### src/hw/rtl/json_string_unescape_utf8_assert.svh
// ----------------------------------------------------------------------------
// JSON string unescaper assertion macros
// Shared concurrent assertion forms, clocked on i_clk and held off in reset.
// ----------------------------------------------------------------------------
`ifndef JSON_STRING_UNESCAPE_UTF8_ASSERT_SVH
`define JSON_STRING_UNESCAPE_UTF8_ASSERT_SVH

// Same-cycle implication.
`define JSU_ASSERT_IMP(label, ante, cons, msg) \
    label: assert property (@(posedge i_clk) disable iff (!i_rst_n) (ante) |-> (cons)) \
        else $error(msg);

// Next-cycle implication.
`define JSU_ASSERT_NXT(label, ante, cons, msg) \
    label: assert property (@(posedge i_clk) disable iff (!i_rst_n) (ante) |=> (cons)) \
        else $error(msg);

`endif

### src/hw/rtl/jsu_pkg.sv
// ----------------------------------------------------------------------------
// JSON string unescaper package
// Types and constants shared by the parser, the command queue and the
// result serialiser.
// ----------------------------------------------------------------------------
package jsu_pkg;

    // Command queue geometry.
    localparam int QUEUE_DEPTH = 4;
    localparam int QUEUE_AW    = $clog2(QUEUE_DEPTH);
    localparam int QUEUE_CW    = $clog2(QUEUE_DEPTH + 1);

    // Result status codes.
    typedef enum logic [1:0] {
        ST_BYTE = 2'd0,
        ST_DONE = 2'd1,
        ST_ERR  = 2'd2
    } t_status;

    // Error codes.
    typedef enum logic [3:0] {
        ERR_NO_QUOTE  = 4'd0,
        ERR_CTRL      = 4'd1,
        ERR_BAD_ESC   = 4'd2,
        ERR_BAD_HEX   = 4'd3,
        ERR_LONE_HIGH = 4'd4,
        ERR_BAD_LOW   = 4'd5,
        ERR_LONE_LOW  = 4'd6,
        ERR_UNTERM    = 4'd7,
        ERR_TRUNC_ESC = 4'd8,
        ERR_TRUNC_UNI = 4'd9
    } t_err;

    // Parser modes.
    typedef enum logic [2:0] {
        MODE_IDLE    = 3'd0,
        MODE_BODY    = 3'd1,
        MODE_ESC     = 3'd2,
        MODE_HEX1    = 3'd3,
        MODE_HIGH_BS = 3'd4,
        MODE_HIGH_U  = 3'd5,
        MODE_HEX2    = 3'd6
    } t_mode;

    // One queued command: all results caused by one input beat.
    // cnt holds the number of results minus one.
    typedef struct packed {
        logic [1:0]      cnt;
        t_status         status;
        t_err            err;
        logic [3:0][7:0] bytes;
    } t_cmd;

endpackage

### src/hw/rtl/jsu_front.sv
// ----------------------------------------------------------------------------
// JSON string unescaper front end
// Parses one input beat per cycle while i_accept is high, tracks the escape and
// surrogate state and pushes at most one command holding every result of that beat.
// ----------------------------------------------------------------------------
module jsu_front (
    input  logic            i_clk,
    input  logic            i_rst_n,
    input  logic            i_accept,
    input  logic            i_kind,
    input  logic [7:0]      i_data_byte,
    output logic            o_push,
    output jsu_pkg::t_cmd   o_cmd
);

    localparam logic [7:0] CH_QUOTE  = 8'h22;
    localparam logic [7:0] CH_BSLASH = 8'h5c;
    localparam logic [7:0] CH_SLASH  = 8'h2f;
    localparam logic [7:0] CH_SPACE  = 8'h20;
    localparam logic [7:0] CH_LF     = 8'h0a;
    localparam logic [7:0] CH_CR     = 8'h0d;
    localparam logic [7:0] CH_TAB    = 8'h09;
    localparam logic [7:0] CH_LOW_B  = 8'h62;
    localparam logic [7:0] CH_LOW_F  = 8'h66;
    localparam logic [7:0] CH_LOW_N  = 8'h6e;
    localparam logic [7:0] CH_LOW_R  = 8'h72;
    localparam logic [7:0] CH_LOW_T  = 8'h74;
    localparam logic [7:0] CH_LOW_U  = 8'h75;
    localparam logic [7:0] CH_BS     = 8'h08;
    localparam logic [7:0] CH_FF     = 8'h0c;

    // Single result helpers.
    function automatic jsu_pkg::t_cmd f_error(input jsu_pkg::t_err code);
        jsu_pkg::t_cmd c;
        c        = '0;
        c.status = jsu_pkg::ST_ERR;
        c.err    = code;
        return c;
    endfunction

    function automatic jsu_pkg::t_cmd f_byte(input logic [7:0] b);
        jsu_pkg::t_cmd c;
        c          = '0;
        c.status   = jsu_pkg::ST_BYTE;
        c.err      = jsu_pkg::ERR_NO_QUOTE;
        c.bytes[0] = b;
        return c;
    endfunction

    function automatic jsu_pkg::t_cmd f_done();
        jsu_pkg::t_cmd c;
        c        = '0;
        c.status = jsu_pkg::ST_DONE;
        c.err    = jsu_pkg::ERR_NO_QUOTE;
        return c;
    endfunction

    // UTF-8 encoding of a code point into one to four bytes.
    function automatic jsu_pkg::t_cmd f_utf8(input logic [20:0] cp);
        jsu_pkg::t_cmd c;
        c        = '0;
        c.status = jsu_pkg::ST_BYTE;
        c.err    = jsu_pkg::ERR_NO_QUOTE;
        if (cp <= 21'h00007f) begin
            c.cnt      = 2'd0;
            c.bytes[0] = cp[7:0];
        end else if (cp <= 21'h0007ff) begin
            c.cnt      = 2'd1;
            c.bytes[0] = {3'b110, cp[10:6]};
            c.bytes[1] = {2'b10, cp[5:0]};
        end else if (cp <= 21'h00ffff) begin
            c.cnt      = 2'd2;
            c.bytes[0] = {4'b1110, cp[15:12]};
            c.bytes[1] = {2'b10, cp[11:6]};
            c.bytes[2] = {2'b10, cp[5:0]};
        end else begin
            c.cnt      = 2'd3;
            c.bytes[0] = {5'b11110, cp[20:18]};
            c.bytes[1] = {2'b10, cp[17:12]};
            c.bytes[2] = {2'b10, cp[11:6]};
            c.bytes[3] = {2'b10, cp[5:0]};
        end
        return c;
    endfunction

    jsu_pkg::t_mode r_mode, n_mode;
    logic [15:0]    r_hex, n_hex;
    logic [1:0]     r_seen, n_seen;
    logic [9:0]     r_high, n_high;

    logic           w_end;
    logic [7:0]     w_b;
    logic           w_is_hex;
    logic [3:0]     w_digit;
    logic [15:0]    w_new_hex;
    logic           w_last_digit;
    logic           w_is_hi;
    logic           w_is_lo;
    logic           w_esc_ok;
    logic [7:0]     w_esc_byte;
    logic           w_ws;
    logic [10:0]    w_plane;
    logic [20:0]    w_pair_cp;

    assign w_end = i_kind;
    assign w_b   = i_data_byte;

    // Hex digit decode.
    always_comb begin
        w_is_hex = 1'b0;
        w_digit  = 4'd0;
        if (w_b inside {[8'h30:8'h39]}) begin
            w_is_hex = 1'b1;
            w_digit  = w_b[3:0];
        end else if (w_b inside {[8'h41:8'h46], [8'h61:8'h66]}) begin
            w_is_hex = 1'b1;
            w_digit  = w_b[3:0] + 4'd9;
        end
    end

    assign w_new_hex    = {r_hex[11:0], w_digit};
    assign w_last_digit = (r_seen == 2'd3);
    assign w_is_hi      = (w_new_hex[15:10] == 6'b110110);
    assign w_is_lo      = (w_new_hex[15:10] == 6'b110111);
    assign w_ws         = (w_b == CH_SPACE) || (w_b == CH_LF) || (w_b == CH_CR)
                          || (w_b == CH_TAB);

    // Surrogate pair join: 0x10000 + (high << 10) + low.
    assign w_plane   = {1'b0, r_high} + 11'h040;
    assign w_pair_cp = {w_plane, w_new_hex[9:0]};

    // Simple escape letters.
    always_comb begin
        w_esc_ok   = 1'b1;
        w_esc_byte = 8'h00;
        case (w_b)
            CH_QUOTE:  w_esc_byte = CH_QUOTE;
            CH_BSLASH: w_esc_byte = CH_BSLASH;
            CH_SLASH:  w_esc_byte = CH_SLASH;
            CH_LOW_B:  w_esc_byte = CH_BS;
            CH_LOW_F:  w_esc_byte = CH_FF;
            CH_LOW_N:  w_esc_byte = CH_LF;
            CH_LOW_R:  w_esc_byte = CH_CR;
            CH_LOW_T:  w_esc_byte = CH_TAB;
            default:   w_esc_ok   = 1'b0;
        endcase
    end

    // Next state.
    always_comb begin
        logic fail;
        fail   = 1'b0;
        n_mode = r_mode;
        n_hex  = r_hex;
        n_seen = r_seen;
        n_high = r_high;
        case (r_mode)
            jsu_pkg::MODE_BODY: begin
                if (w_end) begin
                    fail = 1'b1;
                end else if (w_b == CH_QUOTE) begin
                    n_mode = jsu_pkg::MODE_IDLE;
                end else if (w_b < 8'h20) begin
                    fail = 1'b1;
                end else if (w_b == CH_BSLASH) begin
                    n_mode = jsu_pkg::MODE_ESC;
                end
            end
            jsu_pkg::MODE_ESC: begin
                if (w_end) begin
                    fail = 1'b1;
                end else if (w_b == CH_LOW_U) begin
                    n_mode = jsu_pkg::MODE_HEX1;
                    n_hex  = '0;
                    n_seen = '0;
                end else if (w_esc_ok) begin
                    n_mode = jsu_pkg::MODE_BODY;
                end else begin
                    fail = 1'b1;
                end
            end
            jsu_pkg::MODE_HEX1, jsu_pkg::MODE_HEX2: begin
                if (w_end || !w_is_hex) begin
                    fail = 1'b1;
                end else if (!w_last_digit) begin
                    n_hex  = w_new_hex;
                    n_seen = r_seen + 2'd1;
                end else begin
                    n_hex  = '0;
                    n_seen = '0;
                    if (r_mode == jsu_pkg::MODE_HEX1) begin
                        if (w_is_hi) begin
                            n_high = w_new_hex[9:0];
                            n_mode = jsu_pkg::MODE_HIGH_BS;
                        end else if (w_is_lo) begin
                            fail = 1'b1;
                        end else begin
                            n_mode = jsu_pkg::MODE_BODY;
                        end
                    end else if (!w_is_lo) begin
                        fail = 1'b1;
                    end else begin
                        n_mode = jsu_pkg::MODE_BODY;
                        n_high = '0;
                    end
                end
            end
            jsu_pkg::MODE_HIGH_BS: begin
                if (w_end || w_b != CH_BSLASH) begin
                    fail = 1'b1;
                end else begin
                    n_mode = jsu_pkg::MODE_HIGH_U;
                end
            end
            jsu_pkg::MODE_HIGH_U: begin
                if (w_end || w_b != CH_LOW_U) begin
                    fail = 1'b1;
                end else begin
                    n_mode = jsu_pkg::MODE_HEX2;
                    n_hex  = '0;
                    n_seen = '0;
                end
            end
            default: begin
                // Idle, and any unused mode encoding behaves as idle.
                n_mode = jsu_pkg::MODE_IDLE;
                if (w_end) begin
                    fail = 1'b1;
                end else if (w_b == CH_QUOTE) begin
                    n_mode = jsu_pkg::MODE_BODY;
                end else if (!w_ws) begin
                    fail = 1'b1;
                end
            end
        endcase
        if (fail) begin
            n_mode = jsu_pkg::MODE_IDLE;
            n_hex  = '0;
            n_seen = '0;
            n_high = '0;
        end
    end

    // Results of the current beat.
    always_comb begin
        o_push = 1'b0;
        o_cmd  = f_byte(8'h00);
        case (r_mode)
            jsu_pkg::MODE_BODY: begin
                o_push = 1'b1;
                if (w_end) begin
                    o_cmd = f_error(jsu_pkg::ERR_UNTERM);
                end else if (w_b == CH_QUOTE) begin
                    o_cmd = f_done();
                end else if (w_b < 8'h20) begin
                    o_cmd = f_error(jsu_pkg::ERR_CTRL);
                end else if (w_b == CH_BSLASH) begin
                    o_push = 1'b0;
                end else begin
                    o_cmd = f_byte(w_b);
                end
            end
            jsu_pkg::MODE_ESC: begin
                o_push = 1'b1;
                if (w_end) begin
                    o_cmd = f_error(jsu_pkg::ERR_TRUNC_ESC);
                end else if (w_b == CH_LOW_U) begin
                    o_push = 1'b0;
                end else if (w_esc_ok) begin
                    o_cmd = f_byte(w_esc_byte);
                end else begin
                    o_cmd = f_error(jsu_pkg::ERR_BAD_ESC);
                end
            end
            jsu_pkg::MODE_HEX1, jsu_pkg::MODE_HEX2: begin
                o_push = 1'b1;
                if (w_end) begin
                    o_cmd = f_error(jsu_pkg::ERR_TRUNC_UNI);
                end else if (!w_is_hex) begin
                    o_cmd = f_error(jsu_pkg::ERR_BAD_HEX);
                end else if (!w_last_digit) begin
                    o_push = 1'b0;
                end else if (r_mode == jsu_pkg::MODE_HEX1) begin
                    if (w_is_hi) begin
                        o_push = 1'b0;
                    end else if (w_is_lo) begin
                        o_cmd = f_error(jsu_pkg::ERR_LONE_LOW);
                    end else begin
                        o_cmd = f_utf8({5'b0, w_new_hex});
                    end
                end else if (!w_is_lo) begin
                    o_cmd = f_error(jsu_pkg::ERR_BAD_LOW);
                end else begin
                    o_cmd = f_utf8(w_pair_cp);
                end
            end
            jsu_pkg::MODE_HIGH_BS: begin
                if (w_end || w_b != CH_BSLASH) begin
                    o_push = 1'b1;
                    o_cmd  = f_error(jsu_pkg::ERR_LONE_HIGH);
                end
            end
            jsu_pkg::MODE_HIGH_U: begin
                if (w_end || w_b != CH_LOW_U) begin
                    o_push = 1'b1;
                    o_cmd  = f_error(jsu_pkg::ERR_LONE_HIGH);
                end
            end
            default: begin
                if (w_end || (w_b != CH_QUOTE && !w_ws)) begin
                    o_push = 1'b1;
                    o_cmd  = f_error(jsu_pkg::ERR_NO_QUOTE);
                end
            end
        endcase
        o_push = o_push & i_accept;
    end

    // Parser state registers.
    always_ff @(posedge i_clk) begin
        if (!i_rst_n) begin
            r_mode <= jsu_pkg::MODE_IDLE;
            r_hex  <= '0;
            r_seen <= '0;
            r_high <= '0;
        end else if (i_accept) begin
            r_mode <= n_mode;
            r_hex  <= n_hex;
            r_seen <= n_seen;
            r_high <= n_high;
        end
    end

endmodule

### src/hw/rtl/jsu_queue.sv
// ----------------------------------------------------------------------------
// JSON string unescaper command queue
// Short first-in first-out store that decouples the parser from the result
// serialiser.
// ----------------------------------------------------------------------------
`include "json_string_unescape_utf8_assert.svh"

module jsu_queue (
    input  logic            i_clk,
    input  logic            i_rst_n,
    input  logic            i_push,
    input  jsu_pkg::t_cmd   i_cmd,
    input  logic            i_pop,
    output jsu_pkg::t_cmd   o_head,
    output logic            o_empty,
    output logic            o_full
);

    jsu_pkg::t_cmd                  r_mem [jsu_pkg::QUEUE_DEPTH];
    logic [jsu_pkg::QUEUE_AW-1:0]   r_wp, n_wp;
    logic [jsu_pkg::QUEUE_AW-1:0]   r_rp, n_rp;
    logic [jsu_pkg::QUEUE_CW-1:0]   r_count, n_count;

    assign o_empty = (r_count == '0);
    assign o_full  = (r_count == jsu_pkg::QUEUE_CW'(jsu_pkg::QUEUE_DEPTH));
    assign o_head  = r_mem[r_rp];

    // Pointer and fill count update.
    always_comb begin
        n_wp    = r_wp;
        n_rp    = r_rp;
        n_count = r_count;
        if (i_push) begin
            n_wp = r_wp + 1'b1;
        end
        if (i_pop) begin
            n_rp = r_rp + 1'b1;
        end
        if (i_push && !i_pop) begin
            n_count = r_count + 1'b1;
        end else if (!i_push && i_pop) begin
            n_count = r_count - 1'b1;
        end
    end

    always_ff @(posedge i_clk) begin
        if (!i_rst_n) begin
            r_wp    <= '0;
            r_rp    <= '0;
            r_count <= '0;
        end else begin
            r_wp    <= n_wp;
            r_rp    <= n_rp;
            r_count <= n_count;
        end
    end

    // Storage, no reset needed.
    always_ff @(posedge i_clk) begin
        if (i_push) begin
            r_mem[r_wp] <= i_cmd;
        end
    end

    `JSU_ASSERT_IMP(a_no_push_full, o_full, !i_push, "command pushed into a full queue")
    `JSU_ASSERT_IMP(a_no_pop_empty, o_empty, !i_pop, "command popped from an empty queue")

endmodule

### src/hw/rtl/jsu_back.sv
// ----------------------------------------------------------------------------
// JSON string unescaper back end
// Walks the results of the command at the queue head, one beat per cycle while
// the output is not stalled, into the output register.
// ----------------------------------------------------------------------------
`include "json_string_unescape_utf8_assert.svh"

module jsu_back (
    input  logic            i_clk,
    input  logic            i_rst_n,
    input  jsu_pkg::t_cmd   i_head,
    input  logic            i_empty,
    output logic            o_pop,
    output logic            o_valid,
    input  logic            i_stall,
    output logic [1:0]      o_status,
    output logic [7:0]      o_out_byte,
    output logic [3:0]      o_error_code,
    output logic            o_last
);

    logic               r_valid;
    logic [1:0]         r_idx;
    jsu_pkg::t_status   r_status;
    logic [7:0]         r_byte;
    jsu_pkg::t_err      r_err;
    logic               r_last;

    logic               w_load;
    logic               w_take;
    logic               w_final;

    // The output register may be refilled when it is empty or being taken.
    assign w_load  = !r_valid || !i_stall;
    assign w_take  = w_load && !i_empty;
    assign w_final = (r_idx == i_head.cnt);
    assign o_pop   = w_take && w_final;

    always_ff @(posedge i_clk) begin
        if (!i_rst_n) begin
            r_valid <= 1'b0;
            r_idx   <= '0;
        end else begin
            if (w_load) begin
                r_valid <= !i_empty;
            end
            if (w_take) begin
                r_idx <= w_final ? 2'd0 : r_idx + 2'd1;
            end
        end
    end

    // Result payload.
    always_ff @(posedge i_clk) begin
        if (w_take) begin
            r_status <= i_head.status;
            r_byte   <= i_head.bytes[r_idx];
            r_err    <= i_head.err;
            r_last   <= w_final;
        end
    end

    assign o_valid      = r_valid;
    assign o_status     = r_status;
    assign o_out_byte   = r_byte;
    assign o_error_code = r_err;
    assign o_last       = r_last;

    `JSU_ASSERT_IMP(a_idx_in_cmd, !i_empty, r_idx <= i_head.cnt, "result index past command end")
    `JSU_ASSERT_IMP(a_single_status, r_valid && r_status != jsu_pkg::ST_BYTE, r_last, "status beat not last")
    `JSU_ASSERT_IMP(a_err_clean, r_valid && r_status != jsu_pkg::ST_ERR, r_err == jsu_pkg::ERR_NO_QUOTE, "error code set on non-error beat")
    `JSU_ASSERT_NXT(a_idx_restart, o_pop, r_idx == 2'd0, "index not rewound after command")

endmodule

### src/hw/rtl/json_string_unescape_utf8.sv
// ----------------------------------------------------------------------------
// JSON string unescaper to UTF-8
// Reads a JSON byte stream, finds a quoted string, decodes its escapes and
// surrogate pairs and delivers the UTF-8 bytes, a completion or an error.
// ----------------------------------------------------------------------------
//  Channel   Direction   Handshake            Payload
//  input     in          i_valid / o_stall    i_kind, i_data_byte
//  result    out         o_valid / i_stall    o_status, o_out_byte,
//                                             o_error_code, o_last
//
// One input beat is taken per cycle while the command queue has room.
// Each beat gives zero to four results; the output side sends one per cycle
// while i_stall is low.
// The first result of a beat passes through the command queue, then the output register.
// o_stall rises when the four-entry command queue is full.
// Reset clears the parser state, the queue and the output valid flag.
// ----------------------------------------------------------------------------
module json_string_unescape_utf8 (
    input  logic        i_clk,
    input  logic        i_rst_n,
    input  logic        i_valid,
    output logic        o_stall,
    input  logic        i_kind,
    input  logic [7:0]  i_data_byte,
    output logic        o_valid,
    input  logic        i_stall,
    output logic [1:0]  o_status,
    output logic [7:0]  o_out_byte,
    output logic [3:0]  o_error_code,
    output logic        o_last
);

    logic           w_accept;
    logic           w_push;
    jsu_pkg::t_cmd  w_cmd;
    jsu_pkg::t_cmd  w_head;
    logic           w_pop;
    logic           w_empty;
    logic           w_full;

    assign o_stall  = w_full;
    assign w_accept = i_valid && !w_full;

    // Parser.
    jsu_front u_front (
        .i_clk       (i_clk),
        .i_rst_n     (i_rst_n),
        .i_accept    (w_accept),
        .i_kind      (i_kind),
        .i_data_byte (i_data_byte),
        .o_push      (w_push),
        .o_cmd       (w_cmd)
    );

    // Command queue.
    jsu_queue u_queue (
        .i_clk   (i_clk),
        .i_rst_n (i_rst_n),
        .i_push  (w_push),
        .i_cmd   (w_cmd),
        .i_pop   (w_pop),
        .o_head  (w_head),
        .o_empty (w_empty),
        .o_full  (w_full)
    );

    // Result serialiser.
    jsu_back u_back (
        .i_clk        (i_clk),
        .i_rst_n      (i_rst_n),
        .i_head       (w_head),
        .i_empty      (w_empty),
        .o_pop        (w_pop),
        .o_valid      (o_valid),
        .i_stall      (i_stall),
        .o_status     (o_status),
        .o_out_byte   (o_out_byte),
        .o_error_code (o_error_code),
        .o_last       (o_last)
    );

endmodule
### config.mk
export PLATFORM = sky130hd
export DESIGN_NAME = json_string_unescape_utf8
export DESIGN_NICKNAME = d
export VERILOG_FILES = /design/src/hw/rtl/jsu_pkg.sv /design/src/hw/rtl/jsu_front.sv /design/src/hw/rtl/jsu_queue.sv /design/src/hw/rtl/jsu_back.sv /design/src/hw/rtl/json_string_unescape_utf8.sv
export VERILOG_INCLUDE_DIRS = /design/src /design/src/hw/rtl
export SDC_FILE = /design/constraint.sdc
export NUM_CORES = 1
export LEC_CHECK = 0
export ABC_AREA = 1
export ABC_CLOCK_PERIOD_IN_PS = 9900
export BUFFER_PORTS_ARGS = -buffer_cell sky130_fd_sc_hd__buf_4
export CAP_MARGIN = 20
export CORE_MARGIN = 2
export CORE_UTILIZATION = 35
export DETAILED_ROUTE_END_ITERATION = 8
export GPL_TIMING_DRIVEN = 0
export PLACE_DENSITY = 0.59
export SLEW_MARGIN = 20
export SYNTH_ARGS = -nofsm -noshare
export SYNTH_HDL_FRONTEND = slang
export SYNTH_SLANG_ARGS = --single-unit
### constraint.sdc
create_clock -name i_clk -period 9.9 [get_ports i_clk]
set_clock_uncertainty 0.1 [all_clocks]
set_input_delay 0.99 -clock i_clk [delete_from_list [all_inputs] [get_ports i_clk]]
set_output_delay 0.99 -clock i_clk [all_outputs]
set_load 0.02 [all_outputs]
==> impl_results.md <==
- CP Class: in -> reg
- Predominant post-synthesis flop cell: edfxtp_1
- Total GRT Usage: 0.190
- CTS tree: done
- Vias: 8,160
- Synth Area in XOR/XNOR: 0.00613
- Die Wd: 173 microns
- Syn_area_per_cell: 9.11 sq um
- Layout area overhead: 15.2%
- Fin crit share: 0.400
- CORE AREA: 27,900 sq um
- Maximum fanout along the worst path: 8
- Hold_ws: 374 ps
- Post-CTS Resized: 0
- Detail Route Antenna Nets: 0
- Most frequent cells in the layout: 179 x nand2_1, 164 x nor2_1, 159 x edfxtp_1
- Remaining global-route overflow: 0
- Vias per cell: 5.30
- Final net count: 1,176
- Critical path cell sequence: buf_4, inv_1, ha_1, inv_1, nand3_1, nand3_1, nand2_4, nand3_4, nor2_4, nand4_1, nand2_1, nor2_2, o21ai_0, o31ai_1
- CTS buffer count: 17
- Port buffer count: 27
- Sw frac: 0.360
- DIE AREA: 30,000 sq um
- Endpoints failing setup: 0
- Mapped Area: 10,000 sq um
- Pin count of the biggest net entering global routing: 24
- Max Slew Vio Count: 0
- Startpoint Class: input port
- Number of synthesized flops with an enable pin: 159
- DIE HEIGHT: 173 microns
- Clock power frac: 0.281
- Static leakage power: 4.22 nW
- Clock buffer depth: 2
- # IOs: 30
- Slew margin rel.: 0.377
- Post-Synth Adder-Cell Area: 0.0170
- Crit path buffers/inverters: 3
- CP arrival: 3950 ps
- Worst Hold Class: reg -> reg
- TNS Setup: 0 ps
- Number of global-route vias before repair: 7,693
- Sequential fraction of the synthesis area: 0.555
- Commonest non-fill, non-tap cell in the layout: nand2_1
- Least-Margin Pin Slew: 927 ps
- Post-CTS Hold Fix Bufs: 0
- Minimum clock period: 3960 ps
- Clk slew on worst S/H paths: 90 ps
- CP top delay family: simple AND/OR/NAND/NOR gates
- Status: finished clean
- Yosys cell types: 47
- Post-synth ARST share: 0
- Sequential power share: 0.422
- Fmax: 253 MHz
- Max_cap viols: 0
- Post-DP HPWL: 20,500 microns
- Psw: 0.000951 W
- Cell Int Power: 0.00169 W
- Layout cell share with drive strength beyond 1: 0.114
- 1st-iter DRT viols: 759
- Sink Count: 198
- Row cnt: 61
- Final Hold Vio Count: 0
- Setup bufs post-CTS: 0
- Crit end category: flip-flop
- Avg WL per Cell: 18.6 microns
- Tot Pwr: 0.00264 W
- RSZ-0062 raised after global routing: no
- Latest clock arrival within the worst-skew pair: 440 ps
- First-pass GRT wire length: 44,100 microns
- Antenna violations before repair: 0
- Power Dens Cells: 229 nW/um^2
- Starting Density: 0.358
- Final wirelength: 28,600 microns
- Yosys warnings: 0
- Combinational family with the most area after synthesis: simple AND/OR/NAND/NOR gates
- Post-synthesis instance total: 1,098
- Mapped Nets: 1,124
- DRC violations left: 0
- Simple-gate share of the synthesized area: 0.221
- Crit path required time: 9890 ps
- Comb pwr share: 0.297
- H-tree Lvls: 4
- Crit-path max cell delay: 650 ps
- Worst vdd rail ir drop: 109 uV
- Compound-Gate Fraction of Synth Area: 0.136
- DR pass1 iterations: 7
- Mux cell area share after synthesis: 0
- Diodes inserted: 0
- Root buf cell: clkbuf_16
- Worst path slowest cell: o21ai_0
- Seq cells post-synth: 198
- Global placement routability congestion: 0.956
-- layer usage --
layer | up-vias | track usage | wire [microns]
li1 | 3925 | - | -
met5 | - | 0 | 0
met4 | 0 | 0.0565 | 615
met3 | 42 | 0.0321 | 1750
met2 | 296 | 0.304 | 13200
met1 | 3897 | 0.266 | 13000
-- registers in the layout, summed over array words and instances (netlist names), named ones only --
| signal | count |
|---|---|
| u_front.r_hex | 12 |
| u_queue.r_rp | 2 |
| u_back.o_valid | 1 |
| u_back.o_status | 2 |
| u_back.o_error_code | 4 |
| u_back.o_out_byte | 8 |
| u_queue.r_wp | 2 |
| u_front.r_high | 10 |
| u_front.r_mode | 3 |
| u_front.r_seen | 2 |
| u_queue.r_count | 3 |
| u_back.o_last | 1 |
| u_queue.r_mem | 144 |
| u_back.r_idx | 2 |
-- synth_stat cells, types with 3 or more instances --
cell,n,area share
buf_1,3,0.0011
clkbuf_1,30,0.011
o211ai_1,11,0.0083
nor4_1,3,0.0019
dfxtp_1,39,0.078
nand2_2,12,0.0075
nand4_1,23,0.014
nor3_1,25,0.013
xor2_1,6,0.0053
buf_2,3,0.0015
buf_6,4,0.0045
o22ai_1,16,0.010
nand3_4,3,0.0053
a21oi_1,51,0.026
buf_4,6,0.0045
o21ai_0,97,0.049
o21ai_1,10,0.0050
o21ai_2,4,0.0035
inv_1,91,0.034
nor2_4,5,0.0056
nand2_4,4,0.0045
o221ai_1,27,0.024
inv_2,13,0.0049
nor2_1,168,0.063
clkinv_1,4,0.0015
nand3_1,65,0.033
ha_1,12,0.015
nand2_1,179,0.067
edfxtp_1,159,0.48
nor2_2,3,0.0019
-- cells by family (layout without fill, tap and decap cells) --
family / count (synthesis) / count (layout)
AND/OR/NAND/NOR: 496 / 496
AO/OA/AOI/OAI: 229 / 229
flip-flops: 198 / 198
buffers and inverters: 155 / 220
adder cells (fa/ha/maj): 13 / 13
XOR/XNOR: 7 / 7
-- final timing paths --
kind	cells past startpoint	start	slack (ps)	to
min	2	u_queue.r_rp[1]	370	flip-flop
max reg2reg	9	u_front.r_high[6]	6490	u_queue.r_mem[1][7]
max	14	i_data_byte[0]	5940	u_queue.r_mem[1][7]
min reg2reg	2	u_queue.r_rp[1]	370	flip-flop
-- layout make-up --
type	count	area (sq um)
multi-input combinational	745	3850
clock buffer	17	425
tap	378	473
inverter	109	412
fill	2818	16400
buffer	46	229
timing repair buffer	33	360
sequential	198	5560
clock inverter	15	218
-- worst min-delay path, stage by stage (launching register included) --
cell and delay (ps):
dfxtp_1 310, inv_1 50, a21oi_1 70
-- power by group through the flow --
stage / Combinational, W / Clock [W] / Sequential [W]
6_report: 0.000785 / 0.000742 / 0.00111
4_1_cts: 0.000785 / 0.000750 / 0.00111
2_1_floorplan: 0.000436 / 0 / 0.00117
5_1_grt: 0.000863 / 0.000780 / 0.00113
3_3_place_gp: 0.000735 / 0 / 0.00114
3_5_place_dp: 0.000782 / 0 / 0.00113
-- per-stage QoR --
step	area [sq um]	setup slack, ps	cells	utilization
global placement	10700	3840	1503	0.382
finish	11500	5940	1541	0.413
floorplan	10000	5680	1098	-
CTS	11500	6050	1541	0.413
detailed placement	10900	5600	1509	0.390
global route	11500	5830	1541	0.413
No activity file was read; power rests on OpenSTA's default activity.
